`src/rtl/tilp_pkg.sv`:
```
package tilp_pkg;

  localparam int ArityMax = 16;
  localparam int ArityW = 5;
  localparam int PosW = 4;
  localparam int CountW = 16;
  localparam int MagW = 31;
  localparam int ValueW = 32;

  localparam logic [MagW-1:0] MagMax = 31'h7fff_ffff;

  localparam logic [7:0] ChMinus = 8'h2d;
  localparam logic [7:0] ChUnder = 8'h5f;
  localparam logic [7:0] ChComma = 8'h2c;
  localparam logic [7:0] ChZero = 8'h30;
  localparam logic [7:0] ChNine = 8'h39;

  localparam logic RegArity = 1'b0;
  localparam logic RegMaxValues = 1'b1;

  typedef enum logic [2:0] {
    StOk         = 3'd0,
    StMalformed  = 3'd1,
    StOverflow   = 3'd2,
    StTooMany    = 3'd3,
    StIncomplete = 3'd4
  } status_t;

  typedef struct packed {
    logic                inc;
    logic                clr;
    logic [PosW-1:0]     sel;
  } tc_ctrl_t;

endpackage

```
`src/rtl/tilp_tuple_cnt.sv`:
```
module tilp_tuple_cnt (
  input  logic                          clk,
  input  logic                          rst_n,
  input  tilp_pkg::tc_ctrl_t            ctrl,
  output logic [tilp_pkg::CountW-1:0]   tuple_count
);

  // one quotient/remainder pair per possible arity, advanced with the value count
  logic [tilp_pkg::CountW-1:0] quot_r   [tilp_pkg::ArityMax];
  logic [tilp_pkg::PosW-1:0]   rem_r    [tilp_pkg::ArityMax];
  logic [tilp_pkg::CountW-1:0] quot_nxt [tilp_pkg::ArityMax];
  logic [tilp_pkg::PosW-1:0]   rem_nxt  [tilp_pkg::ArityMax];

  always_comb begin
    for (int k = 0; k < tilp_pkg::ArityMax; k++) begin
      quot_nxt[k] = quot_r[k];
      rem_nxt[k]  = rem_r[k];
      if (ctrl.inc) begin
        if (rem_r[k] == tilp_pkg::PosW'(k)) begin
          quot_nxt[k] = quot_r[k] + 1'b1;
          rem_nxt[k]  = '0;
        end else begin
          rem_nxt[k]  = rem_r[k] + 1'b1;
        end
      end
    end
  end

  assign tuple_count = quot_nxt[ctrl.sel];

  always_ff @(posedge clk) begin
    for (int k = 0; k < tilp_pkg::ArityMax; k++) begin
      if (!rst_n || ctrl.clr) begin
        quot_r[k] <= '0;
        rem_r[k]  <= '0;
      end else begin
        quot_r[k] <= quot_nxt[k];
        rem_r[k]  <= rem_nxt[k];
      end
    end
  end

endmodule

```
`src/rtl/tuple_integer_list_parser.sv`:
```
// channel   | handshake                  | payload
// ----------+----------------------------+------------------------------------------
// input     | in_valid / in_ready        | in_byte, in_is_last, in_end_only
// result    | out_valid / out_ready      | out_value_valid, out_value, out_value_index,
//           |                            | out_done_res, out_status, out_tuple_count
// config    | psel/penable/pwrite/pready | paddr, pwdata, prdata
//
// One byte per cycle while in_ready is high: each request is parsed in the cycle it
// is accepted and its result lands in the output register at that edge.
// in_ready drops only while the output register is full and out_ready is low.
// rst_n is synchronous; it clears the parse state, the output valid and restores
// tuple_arity = 1, max_values = 65535.
module tuple_integer_list_parser (
  input  logic        clk,
  input  logic        rst_n,

  input  logic        in_valid,
  output logic        in_ready,
  input  logic [7:0]  in_byte,
  input  logic        in_is_last,
  input  logic        in_end_only,

  output logic        out_valid,
  input  logic        out_ready,
  output logic        out_value_valid,
  output logic signed [31:0] out_value,
  output logic [15:0] out_value_index,
  output logic        out_done_res,
  output logic [2:0]  out_status,
  output logic [15:0] out_tuple_count,

  input  logic        psel,
  input  logic        penable,
  input  logic        pwrite,
  input  logic [2:0]  paddr,
  input  logic [31:0] pwdata,
  output logic [31:0] prdata,
  output logic        pready
);

  typedef enum logic [1:0] {
    PhStart  = 2'd0,
    PhSign   = 2'd1,
    PhDigits = 2'd2,
    PhDrain  = 2'd3
  } phase_t;

  localparam int MagW = tilp_pkg::MagW;
  localparam int CntW = tilp_pkg::CountW;
  localparam int PosW = tilp_pkg::PosW;
  localparam int ArW  = tilp_pkg::ArityW;
  localparam int ValW = tilp_pkg::ValueW;

  // configuration
  logic [ArW-1:0]  arity_r;
  logic [CntW-1:0] maxv_r;

  // parse state
  phase_t          phase_r, phase_nxt;
  logic [MagW-1:0] mag_r, mag_nxt;
  logic            neg_r, neg_nxt;
  logic [PosW-1:0] pos_r, pos_nxt;
  logic [CntW-1:0] vcnt_r, vcnt_nxt;

  // output register
  logic            out_valid_r, out_valid_nxt;
  logic            vv_r;
  logic [ValW-1:0] val_r;
  logic [CntW-1:0] idx_r;
  logic            done_r;
  tilp_pkg::status_t st_r;
  logic [CntW-1:0] tc_r;

  logic in_fire;
  logic cfg_wr;

  // byte stage
  logic            is_digit;
  logic [3:0]      digit;
  logic [MagW+3:0] mag_x10;
  phase_t          ph_i;
  logic [MagW-1:0] mag_i;
  logic            neg_i;
  tilp_pkg::status_t byte_err;
  logic            sep_fin;

  // value finish
  logic [ArW-1:0]  eff_ar;
  logic [ArW-1:0]  fin_t;
  logic [PosW-1:0] fin_pos;
  logic [PosW-1:0] pos_after;
  logic [7:0]      exp_sep;
  logic            closing;
  logic            close_fin;
  logic            fin_req;
  logic            fin_ok;
  tilp_pkg::status_t fin_err;
  tilp_pkg::status_t step_err;
  tilp_pkg::status_t close_st;
  logic [ValW-1:0] fin_value;

  // result of this request
  logic            res_v;
  logic            r_vv;
  logic [ValW-1:0] r_val;
  logic [CntW-1:0] r_idx;
  logic            r_done;
  tilp_pkg::status_t r_st;
  logic [CntW-1:0] r_tc;
  logic            clr;

  tilp_pkg::tc_ctrl_t tc_ctrl;
  logic [CntW-1:0]    tc_count;

  assign in_ready = !out_valid_r || out_ready;
  assign in_fire  = in_valid && in_ready;
  assign cfg_wr   = psel && penable && pwrite && pready;
  assign pready   = 1'b1;

  always_comb begin
    unique case (paddr[2])
      tilp_pkg::RegArity:     prdata = {{(32-ArW){1'b0}}, arity_r};
      tilp_pkg::RegMaxValues: prdata = {{(32-CntW){1'b0}}, maxv_r};
      default:                prdata = '0;
    endcase
  end

  always_comb begin
    if (arity_r == '0) begin
      eff_ar = ArW'(1);
    end else if (arity_r > ArW'(tilp_pkg::ArityMax)) begin
      eff_ar = ArW'(tilp_pkg::ArityMax);
    end else begin
      eff_ar = arity_r;
    end
  end

  assign is_digit = (in_byte >= tilp_pkg::ChZero) && (in_byte <= tilp_pkg::ChNine);
  assign digit    = in_byte[3:0];
  assign mag_x10  = {1'b0, mag_r, 3'b000} + {3'b000, mag_r, 1'b0} + (MagW+4)'(digit);

  always_comb begin
    ph_i     = phase_r;
    mag_i    = mag_r;
    neg_i    = neg_r;
    byte_err = tilp_pkg::StOk;
    sep_fin  = 1'b0;
    if (!in_end_only) begin
      unique case (phase_r)
        PhStart: begin
          if (in_byte == tilp_pkg::ChMinus) begin
            neg_i = 1'b1;
            ph_i  = PhSign;
          end else if (is_digit) begin
            mag_i = MagW'(digit);
            ph_i  = PhDigits;
          end else begin
            byte_err = tilp_pkg::StMalformed;
          end
        end
        PhSign: begin
          if (is_digit) begin
            mag_i = MagW'(digit);
            ph_i  = PhDigits;
          end else begin
            byte_err = tilp_pkg::StMalformed;
          end
        end
        PhDigits: begin
          if (is_digit) begin
            if (mag_x10 > (MagW+4)'(tilp_pkg::MagMax)) begin
              byte_err = tilp_pkg::StOverflow;
            end else begin
              mag_i = mag_x10[MagW-1:0];
            end
          end else begin
            sep_fin = 1'b1;
          end
        end
        PhDrain: begin
        end
        default: begin
        end
      endcase
    end
  end

  assign fin_t     = {1'b0, pos_r} + 1'b1;
  assign fin_pos   = (fin_t >= eff_ar) ? '0 : fin_t[PosW-1:0];
  assign exp_sep   = (fin_pos != '0) ? tilp_pkg::ChUnder : tilp_pkg::ChComma;
  assign fin_value = neg_i ? (~{1'b0, mag_i} + 1'b1) : {1'b0, mag_i};

  always_comb begin
    if (vcnt_r >= maxv_r) begin
      fin_err = tilp_pkg::StTooMany;
    end else if (sep_fin && (in_byte != exp_sep)) begin
      fin_err = tilp_pkg::StMalformed;
    end else begin
      fin_err = tilp_pkg::StOk;
    end
  end

  always_comb begin
    if (in_end_only) begin
      step_err = tilp_pkg::StOk;
    end else if (byte_err != tilp_pkg::StOk) begin
      step_err = byte_err;
    end else if (sep_fin) begin
      step_err = fin_err;
    end else begin
      step_err = tilp_pkg::StOk;
    end
  end

  assign closing   = in_end_only || in_is_last;
  assign close_fin = closing && (ph_i == PhDigits) && !sep_fin;
  assign fin_req   = sep_fin || close_fin;
  assign fin_ok    = (phase_r != PhDrain) && (step_err == tilp_pkg::StOk) && fin_req
                     && (fin_err == tilp_pkg::StOk);
  assign pos_after = fin_ok ? fin_pos : pos_r;

  always_comb begin
    if (ph_i == PhSign) begin
      close_st = tilp_pkg::StMalformed;
    end else if (close_fin && (fin_err != tilp_pkg::StOk)) begin
      close_st = fin_err;
    end else if (pos_after != '0) begin
      close_st = tilp_pkg::StIncomplete;
    end else begin
      close_st = tilp_pkg::StOk;
    end
  end

  always_comb begin
    phase_nxt = phase_r;
    mag_nxt   = mag_r;
    neg_nxt   = neg_r;
    pos_nxt   = pos_r;
    vcnt_nxt  = vcnt_r;
    res_v     = 1'b0;
    r_vv      = 1'b0;
    r_val     = '0;
    r_idx     = '0;
    r_done    = 1'b0;
    r_st      = tilp_pkg::StOk;
    r_tc      = '0;
    clr       = 1'b0;
    if (phase_r == PhDrain) begin
      if (in_end_only || in_is_last) begin
        clr = 1'b1;
      end
    end else if (step_err != tilp_pkg::StOk) begin
      res_v  = 1'b1;
      r_done = 1'b1;
      r_st   = step_err;
      clr    = 1'b1;
    end else begin
      phase_nxt = ph_i;
      mag_nxt   = mag_i;
      neg_nxt   = neg_i;
      if (fin_ok) begin
        pos_nxt   = fin_pos;
        vcnt_nxt  = vcnt_r + 1'b1;
        mag_nxt   = '0;
        neg_nxt   = 1'b0;
        phase_nxt = PhStart;
        res_v     = 1'b1;
        r_vv      = 1'b1;
        r_val     = fin_value;
        r_idx     = vcnt_r;
      end
      if (closing) begin
        res_v  = 1'b1;
        r_done = 1'b1;
        r_st   = close_st;
        r_tc   = (close_st == tilp_pkg::StOk) ? tc_count : '0;
        clr    = 1'b1;
      end
    end
    if (clr) begin
      mag_nxt  = '0;
      neg_nxt  = 1'b0;
      pos_nxt  = '0;
      vcnt_nxt = '0;
      if ((phase_r != PhDrain) && (step_err != tilp_pkg::StOk) && !in_is_last) begin
        phase_nxt = PhDrain;
      end else begin
        phase_nxt = PhStart;
      end
    end
  end

  assign tc_ctrl.inc = in_fire && fin_ok;
  assign tc_ctrl.clr = in_fire && clr;
  assign tc_ctrl.sel = PosW'(eff_ar - 1'b1);

  tilp_tuple_cnt u_tuple_cnt (
    .clk         (clk),
    .rst_n       (rst_n),
    .ctrl        (tc_ctrl),
    .tuple_count (tc_count)
  );

  always_comb begin
    if (in_fire) begin
      out_valid_nxt = res_v;
    end else if (out_ready) begin
      out_valid_nxt = 1'b0;
    end else begin
      out_valid_nxt = out_valid_r;
    end
  end

  always_ff @(posedge clk) begin
    if (!rst_n) begin
      arity_r     <= ArW'(1);
      maxv_r      <= '1;
      phase_r     <= PhStart;
      mag_r       <= '0;
      neg_r       <= 1'b0;
      pos_r       <= '0;
      vcnt_r      <= '0;
      out_valid_r <= 1'b0;
    end else begin
      if (cfg_wr) begin
        unique case (paddr[2])
          tilp_pkg::RegArity:     arity_r <= pwdata[ArW-1:0];
          tilp_pkg::RegMaxValues: maxv_r  <= pwdata[CntW-1:0];
          default: begin
          end
        endcase
      end
      if (in_fire) begin
        phase_r <= phase_nxt;
        mag_r   <= mag_nxt;
        neg_r   <= neg_nxt;
        pos_r   <= pos_nxt;
        vcnt_r  <= vcnt_nxt;
      end
      out_valid_r <= out_valid_nxt;
    end
  end

  always_ff @(posedge clk) begin
    if (in_fire && res_v) begin
      vv_r   <= r_vv;
      val_r  <= r_val;
      idx_r  <= r_idx;
      done_r <= r_done;
      st_r   <= r_st;
      tc_r   <= r_tc;
    end
  end

  assign out_valid       = out_valid_r;
  assign out_value_valid = vv_r;
  assign out_value       = val_r;
  assign out_value_index = idx_r;
  assign out_done_res    = done_r;
  assign out_status      = st_r;
  assign out_tuple_count = tc_r;

endmodule

```
`config.mk`:
```
export PLATFORM = sky130hd
export DESIGN_NAME = tuple_integer_list_parser
export DESIGN_NICKNAME = d
export VERILOG_FILES = /design/src/rtl/tilp_pkg.sv /design/src/rtl/tilp_tuple_cnt.sv /design/src/rtl/tuple_integer_list_parser.sv
export SDC_FILE = /design/constraint.sdc
export NUM_CORES = 1
export LEC_CHECK = 0
export BUFFER_PORTS_ARGS = -buffer_cell sky130_fd_sc_hd__buf_2
export CAP_MARGIN = 15
export CORE_ASPECT_RATIO = 0.9
export CORE_MARGIN = 5
export CORE_UTILIZATION = 50
export DETAILED_ROUTE_END_ITERATION = 6
export GPL_ROUTABILITY_DRIVEN = 0
export PLACE_DENSITY = 0.64
export SYNTH_ARGS = -nofsm -noshare
export SYNTH_HDL_FRONTEND = slang
export SYNTH_HIERARCHICAL = 1
export SYNTH_SLANG_ARGS = --single-unit
```
`constraint.sdc`:
```
create_clock -name clk -period 12 [get_ports clk]
set_clock_uncertainty 0.05 [all_clocks]
set_input_delay 1.2 -clock clk [delete_from_list [all_inputs] [get_ports clk]]
set_output_delay 1.2 -clock clk [all_outputs]
set_load 0.01 [all_outputs]
```
Yosys cells after proc, flatten, opt, wreduce, memory -nomap -nowiden
Memories as Yosys holds them, arrays and structs flattened.
Index checks and enable logic that the tools add are counted.
Word-level totals
  flip-flop bits (word level): 145
  memories kept: 2
  output and inout port bits: 104
  input bits: 52
  word-level logic and storage cells: 341
  memory bits (writable): 320
Memories
  u_tuple_cnt.quot_r: depth 16, width 16, rd ports 16, clocked after memory_dff 0, write ports 16, RTL line tilp_tuple_cnt.sv:9  | logic [tilp_pkg::CountW-1:0] quot_r [tilp_pkg::ArityMax];
  u_tuple_cnt.rem_r: depth 16, width 4, rd ports 16, clocked after memory_dff 0, write ports 16, RTL line tilp_tuple_cnt.sv:10  | logic [tilp_pkg::PosW-1:0] rem_r [tilp_pkg::ArityMax];
Cells by class
  bitwise operators: 39
  $add $sub $neg: 38
  reductions and logical operators: 45
  multiplexer cells: 170
  magnitude comparators: 7
  equal/unequal tests: 25
Operators with widths (count)
  $mux 16: 54
  $mux 31: 10
  $add 16x1->16 const B: 17
  $mux 4: 53
  $pmux 31 s3: 1
  $add 4x1->4 const B: 16
  $bmux 16 s4: 1
  $pmux 32 s2: 1
  $add 34x32->35: 1
  $add 35x4->35: 1
  $gt 35x31->1 const B: 1
  $add 32x1->32 const B: 1
  $eq 4x4->1 const B: 8
  $not 31->32: 1
  $or 1x1->1: 32
  $mux 1: 25
  $mux 2: 12
  $mux 3: 8
  $eq 4x3->1 const B: 4
  $ge 16x16->1: 1
  $logic_and 1x1->1: 16
  $mux 5: 2
  $logic_not 3->1: 3
  $reduce_bool 3->1: 3
  32 further kinds: 52

Depth between registers and ports, before layout
Gate-level depths: netlist (run 1).
  depth in word-level cells: 26
  gate-level depth with buffers: 28
  depth with buffers taken out: 21

Hierarchy
The synthesis (run 1) kept the hierarchy.
By module, submodules not included
  tilp_tuple_cnt: sequential area each 6406.1 um^2, cells an instance 1841, instances 1, area an instance 16158.0 um^2
  tuple_integer_list_parser: sequential area each 3593.4 um^2, cells an instance 1276, instances 1, area an instance 10841.6 um^2

Worst setup path before layout (run 1)
OpenSTA, ideal clock, no wires.
  path kind: in2reg
  start: in in_byte[3]
  end: reg done_r (netlist: out_done_res), enable pin
  setup slack: 3068 ps
  data arrival time: 8343 ps
  buffers on the path: 4
  stages: 17
  cells stage by stage: inv_1 fa_1 inv_1 ha_1 a211oi_1 o211ai_1 a31oi_1 o21ai_1 a311oi_1 a211oi_1 buf_2 buf_2 o31ai_1 nand3_1 clkbuf_1 clkbuf_1 a31oi_1
Between the ends
  word-level cells in the longest chain between the ends: 20
RTL lines
  from (decl): RTL line tuple_integer_list_parser.sv:19  | input logic [7:0] in_byte,
  parallel branches: the longest is 17 deep, another holds $add 35x4->35
  $mux 1 (*): RTL line tuple_integer_list_parser.sv:252  | end else if (step_err != tilp_pkg::StOk) begin
  $mux 1 (*): RTL line tuple_integer_list_parser.sv:248  | if (phase_r == PhDrain) begin
  $logic_and 1x1->1 (*): RTL line tuple_integer_list_parser.sv:345  | if (in_fire && res_v) begin
  to (signal assigned): RTL line tuple_integer_list_parser.sv:349  | done_r <= r_done;
  to (decl): RTL line tuple_integer_list_parser.sv:70  | logic done_r;
Every way passes the cells marked *.
A chain may end at the register's enable or synchronous reset.

==> flow_metrics.tcl, run 1 <==
set metrics [dict create \
    outcome "finished, final reports clean" \
    drive_gt1_share_pct 10.45 \
    cts_setup_buffers 0 \
    fin_cells 3905 \
    r2r-start "mag_r[0]" \
    worstSkewPairLatency_ns 0.61 \
    final_antenna_net_count 0 \
    rows 80 \
    tightest_slew_ns 1.194 \
    internal-power_mw 2.580 \
    core_area_mm2 0.05325 \
    seq_power_share_pct 46.7 \
    final.period_utilization_pct 73.08 \
    avgSynthCellArea_um2 8.662 \
    firstDrtPassIters 5 \
    layout_min_cycle_time_ns 8.770 \
    grt-ovfl-total 0 \
    io_pins 156 \
    syn2layout_area_growth_pct 10.04 \
    dp_cells 3808 \
    cts_root_buf "clkbuf_16" \
    cts_hold_buffers 0 \
    setup-violations-final 0 \
    fin_setup_tns_ns 0 \
    pwr-share-clk_pct 44.4 \
    cts_tree "yes" \
    synth_most_common_cell "nor2_1" \
    drcViolationCount 0 \
    end_kind "flop" \
    antenna_found_initial 1 \
    fin_nets 3332 \
    grt_pass1_vias 22190 \
    worst_ep_required_time_ns 12.30 \
    post_cts_resized 0 \
    crit_path_max_incr_delay_ns 0.81 \
    async_reset_ff_share_pct 0 \
    reg2reg_depth 23 \
    die_h_um 230.5 \
    timing.final.max_slew_violations 0 \
    synthTopCellsByCount "nor2_1, dfxtp_1, nand2_1" \
    multi_input_area_mm2 0.01605 \
    ys_types 107 \
    yosys-top-cells-area "dfxtp_1, edfxtp_1, nor2_1, xor2_1, ha_1" \
    hold_depth 2 \
    cts_buffers 51 \
    hp-class "reg -> reg" \
    vias 23560 \
    portBuffers 120 \
    worstSetupStartpointType "input pin" \
    cts_buffer_depth 3 \
    syn_inst 3117 \
    setup.worst_path.start "in_byte[3]" \
    layout.area.seq_mm2 0.01000 \
    die_area_mm2 0.05875 \
    synth_edf_count 69 \
    peakVddDrop_mv 0.09788 \
    ys_seq_area_share_pct 37.04 \
    hold_viol 0 \
    first_iter_violations 2356 \
    synth.largest_area_cell "dfxtp_1" \
    dieWidth_um 254.9 \
    ys_warn_count 6 \
    p_comb_share_pct 8.9 \
    clk_pin_slew_ns 0.06 \
    finalWirelength_mm 78.99 \
    grt_max_degree 235 \
    final_util_pct 55.79 \
    p_sw_uw 893.8 \
    holdCritStartpoint "u_tuple_cnt/rem_r[0][19]" \
    place_hpwl_mm 58.43 \
    critPathSlowestCell "a2111oi_0" \
    yosys.area.top_type_share_pct 29.36 \
    worst-setup-path-type "in -> reg" \
    fillCellCount 4760 \
    p_per_area_mw_per_mm2 116.9 \
    crit_path_cell_trace "buf_2 -> inv_1 -> fa_1 -> inv_1 -> ha_1 -> a211oi_1 -> o21ai_0 -> nand3_1 -> nand3_1 -> a211oi_1 -> o22ai_2 -> o31ai_1 -> nand3_2 -> buf_4 -> nor2_4 -> buf_4 -> nand4bb_1 -> nor4_2 -> nand3_1 -> xor2_1 -> o22ai_1 -> a2111oi_0 -> a211oi_1 -> and2_1" \
    critPathMaxFanout 47 \
    max_slew_margin_pct 20.39 \
    ys_ff_latch 465 \
    leakage_nw 11.18 \
    cts_sinks 465 \
    clock.fmax_ghz 0.1140 \
    rsz0062_at_grt "no" \
    grtUsageTotal_pct 25.96 \
    arrival_ns 9.07 \
    post_drt_wl_per_cell_um 20.23 \
    syn_area_mm2 0.02700 \
    start_util_pct 50.70 \
    drv_cap 0 \
    netSwitchingFraction_pct 25.73 \
    synth_flop_cell "dfxtp_1" \
    htree_num_levels 2 \
    viasPerCell 6.034 \
    grt_first_pass_wirelength_mm 123.8 \
]
[power groups by stage]
stage	combinational (mW)	clock [mW]	sequential (mW)
finish	0.309	1.54	1.62
global route	0.334	1.64	1.62
CTS	0.305	1.58	1.62
detailed placement	0.304	0	1.66
global placement	0.300	0	1.66
floorplan	0.201	0	1.66
[path summary, 6_finish.rpt]
path                                   end  slack, ns
setup reg to reg       out_tuple_count[12]       3.57
setup / recovery       out_tuple_count[12]       3.23
hold / removal    u_tuple_cnt/rem_r[0][19]       0.44
hold reg to reg   u_tuple_cnt/rem_r[0][19]       0.44
[through the flow]
| step | area [µm²] | total power [mW] | worst slack (ns) | hold WS, ns |
|---|---|---|---|---|
| CTS | 29710 | 3.507 | 3.368 | 0.4397 |
| floorplan | 27060 | 1.863 | 3.068 | 0.3987 |
| detailed placement | 28060 | 1.960 | 2.740 | 0.4316 |
| global placement | 28060 | 1.955 | 2.931 | 0.4113 |
| global route | 29710 | 3.603 | 2.843 | 0.4834 |
| finish | 29710 | 3.474 | 3.230 | 0.4372 |
[cells by family after synthesis]
logic type | share of synthesized area, %
multiplexers | 4.898
AO/OA/AOI/OAI | 12.39
buffers and inverters | 3.990
AND/OR/NAND/NOR | 25.95
adder cells (fa/ha/maj) | 5.431
other | 0.02782
flip-flops | 37.04
XOR/XNOR | 10.28
[placed cells by master, fill, tap and decap left out, drive strengths merged, types with 17 or more instances in the layout]
cell type  count
a211oi        44
a21o          20
a21oi        120
a22oi         17
a31oi         25
and2          89
and3          62
and4          29
buf          150
clkbuf        75
conb          17
dfxtp        396
edfxtp        69
ha           114
inv           85
mux2i         68
mux4          23
nand2        239
nand2b        26
nand3        131
nand4         96
nand4b        18
nor2         472
nor2b         23
nor3          75
nor4          40
o211ai        39
o21a          17
o21ai         79
o22ai         18
xnor2        154
xor2         163
[state kept, by name, summed over array words and instances (netlist names)]
register and flops:
neg_r 1, out_value 32, u_tuple_cnt/rem_r 64, out_value_index 16
maxv_r 16, arity_r 5, u_tuple_cnt/quot_r 256, out_done_res 1
out_status 3, pos_r 4, out_value_valid 1, mag_r 31
vcnt_r 16, phase_r 2, out_tuple_count 16, out_valid 1
[per-layer routing]
| metal | part of all wire [%] | routed length (µm) | GRT usage (%) |
|---|---|---|---|
| met3 | 7.5 | 5951 | 3.849 |
| met5 | 0 | 0 | 0 |
| met4 | 3.9 | 3059 | 9.346 |
| met1 | 44 | 34500 | 36.07 |
| met2 | 45 | 35470 | 41.26 |
[critical path, delay by kind of cell]
family                   cells  cell delay, ns
buffers and inverters        5            1.02
adder cells (fa/ha/maj)      2            0.90
AND/OR/NAND/NOR              8            2.45
XOR/XNOR                     1            0.20
AO/OA/AOI/OAI                8            3.24
[cell type report]
class                      instances  area share (%)
clock inverter                    21          0.5559
sequential                       465           33.66
clock buffer                      75           4.978
multi-input combinational       2414           54.01
antenna                            1        0.008422
timing repair buffer             150           2.822
inverter                          82           1.036
tap                              697           2.935
(Power assumes the default switching activity.)
==> run 2: changes to the inputs <==
ABC_AREA = 1   (was default)
clock period = 8.2 ns   (was 12 ns; I/O delays follow)
==> run 2 against run 1 <==
Net effect: critical path depth up 8; setup slack worse by 1.1 ns; critical path type is now reg -> reg; highest routed layer unchanged; synthesized cell count up 48%; critical endpoint is now out_tuple_count[7]; sequential share of layout area down 3.2 points; via count up 21%; first-iteration DRC count down 1.7%; largest cell class unchanged; design area up 11%; combinational power up 120%.
==> flow_metrics.tcl, run 2 <==
set metrics [dict create \
    final.period_utilization_pct 73.45 \
    cts_setup_buffers 0 \
    drive_gt1_share_pct 8.087 \
    viasPerCell 5.180 \
    setup-violations-final 0 \
    io_pins 156 \
    cts_buffers 53 \
    grt-ovfl-total 0 \
    ys_types 53 \
    post_drt_wl_per_cell_um 15.00 \
    grt_max_degree 185 \
    syn_inst 4605 \
    ys_warn_count 6 \
    end_kind "flop" \
    fillCellCount 6064 \
    drv_cap 0 \
    first_iter_violations 2315 \
    vias 28400 \
    mostFrequentLayoutCell "nand2_1" \
    die_h_um 242.3 \
    p_sw_mw 1.502 \
    synthTopCellsByCount "nand2_1, nor2_1, inv_1" \
    grt_pass1_vias 25710 \
    fin_nets 4823 \
    syn_area_mm2 0.02997 \
    diodes 0 \
    synth.largest_area_cell "dfxtp_1" \
    place_hpwl_mm 59.90 \
    yosys-top-cells-area "dfxtp_1, nand2_1, nand3_1, nor2_1, edfxtp_1" \
    avgSynthCellArea_um2 6.507 \
    synth_most_common_cell "nand2_1" \
    syn2layout_area_growth_pct 9.733 \
    internal-power_mw 4.013 \
    reg2reg_depth 32 \
    yosys.area.top_type_share_pct 26.46 \
    die_area_mm2 0.06494 \
    fin_setup_tns_ns 0 \
    top_register "u_tuple_cnt/quot_r" \
    leakage_nw 14.23 \
    start_util_pct 50.32 \
    critPathMostFrequentCell "nand2_1" \
    cts_sinks 465 \
    hp-class "in -> reg" \
    pwr-share-clk_pct 44.8 \
    critPathSlowestCell "nor2_1" \
    p_comb_share_pct 12.1 \
    max_slew_margin_pct 20.48 \
    tightest_slew_ns 1.191 \
    worstSkewPairLatency_ns 0.61 \
    antenna_found_initial 0 \
    drcViolationCount 0 \
    clk_pin_slew_ns 0.06 \
    worst_ep_required_time_ns 8.50 \
    ys_seq_area_share_pct 33.37 \
    clock.fmax_ghz 0.1660 \
    finalWirelength_mm 82.25 \
    outcome "finished, final reports clean" \
    grt_first_pass_wirelength_mm 132.8 \
    rsz0062_at_grt "no" \
    worst-setup-path-type "reg -> reg" \
    synth_flop_cell "dfxtp_1" \
    cts_tree "yes" \
    p_per_area_mw_per_mm2 167.7 \
    netSwitchingFraction_pct 27.23 \
    ys_ff_latch 465 \
    peakVddDrop_mv 0.1461 \
    synth_edf_count 69 \
    crit_path_max_incr_delay_ns 0.69 \
    final_cell_mix "nand2_1, nor2_1, inv_1" \
    firstDrtPassIters 6 \
    grtUsageTotal_pct 24.50 \
    post_cts_resized 0 \
    cts_buffer_depth 3 \
    worstSetupStartpointType "flop" \
    timing.final.max_slew_violations 0 \
    cts_root_buf "clkbuf_16" \
    portBuffers 120 \
    hold_depth 3 \
    final_antenna_net_count 0 \
    rows 85 \
    final_util_pct 55.21 \
    cts_hold_buffers 0 \
    layout_min_cycle_time_ns 6.023 \
    ff2ff_setup_slack_ns 2.18 \
    largest_register_ffs 256 \
    async_reset_ff_share_pct 0 \
    critPathMaxFanout 15 \
    seq_power_share_pct 43.2 \
    hold_viol 0 \
    core_area_mm2 0.05956 \
    dieWidth_um 268.1 \
    arrival_ns 6.32 \
    htree_num_levels 2 \
]
==> run 2: cell types whose count changed in the layout (fill, tap and decap cells not counted), sizes merged, moves of 49 or more <==
cell / delta
xor2: -62
xnor2: -107
and2: -85
o21ai: +49
mux2i: -54
and3: -58
nand3: +393
nand2: +1014
a21oi: +113
inv: +482
nor2: +194
==> run 2: final timing paths <==
path | start | end
worst max-delay path | mag_r[0] | out_tuple_count[7]
worst min-delay path | pwdata[6] | maxv_r[6]
worst max register to register | mag_r[0] | out_tuple_count[7]
worst min register to register | u_tuple_cnt/rem_r[0][9] | u_tuple_cnt/rem_r[0][9]
==> run 2: kinds of logic after synthesis <==
family | after synthesis | synth area share, %
xor gates and xnor gates | 148 | 4.326
other | 2 | 0.02506
adders and majority gates | 116 | 4.894
AOI/OAI and AO/OA | 435 | 7.933
DFF | 465 | 33.37
buffers and inverters | 732 | 9.779
and+or+nand+nor | 2693 | 39.21
muxes | 14 | 0.4676
==> run 2: layout make-up <==
cell class                 count  area, µm²  share of cell area [%]
sequential                   465      10000                   30.41
inverter                     570       2145                   6.522
clock inverter                30      304.0                  0.9246
tap                          783      979.7                   2.979
timing repair buffer         142      823.3                   2.504
multi-input combinational   3423      17130                   52.11
clock buffer                  69       1498                   4.555
==> run 2: critical path, delay by kind of cell, from the launching register on <==
family / cells / cell delay, ns
simple gates: 24 / 3.56
fa+ha+maj: 2 / 0.85
compound gates: 2 / 0.38
flops: 1 / 0.45
buf+inv: 4 / 0.44
==> run 2: layer usage <==
metal,wire (µm),GRT usage (%),up-vias
met2,35610,37.77,593
met5,0,0,-
li1,-,-,14880
met4,1792,5.740,0
met1,40360,36.40,12820
met3,4498,3.382,102
==> run 2: power by group through the flow <==
stage / Combinational, mW / Clock, mW / Sequential [mW]
after CTS: 0.662 / 2.53 / 2.38
after detailed placement: 0.659 / 0 / 2.43
after global routing: 0.734 / 2.62 / 2.38
final: 0.666 / 2.47 / 2.38
after global placement: 0.656 / 0 / 2.43
after floorplan: 0.440 / 0 / 2.44
==> run 2: per-stage QoR <==
step | instances | hold slack, ns | area, µm² | total power [mW] | setup WS, ns
2_1_floorplan | 4620 | 0.3975 | 30020 | 2.881 | 1.486
3_3_place_gp | 5382 | 0.4096 | 31050 | 3.086 | 1.819
3_5_place_dp | 5382 | 0.4194 | 31050 | 3.090 | 1.737
4_1_cts | 5481 | 0.3596 | 32860 | 5.569 | 2.222
5_1_grt | 5482 | 0.3865 | 32880 | 5.743 | 1.672
6_report | 5482 | 0.3937 | 32880 | 5.514 | 2.177
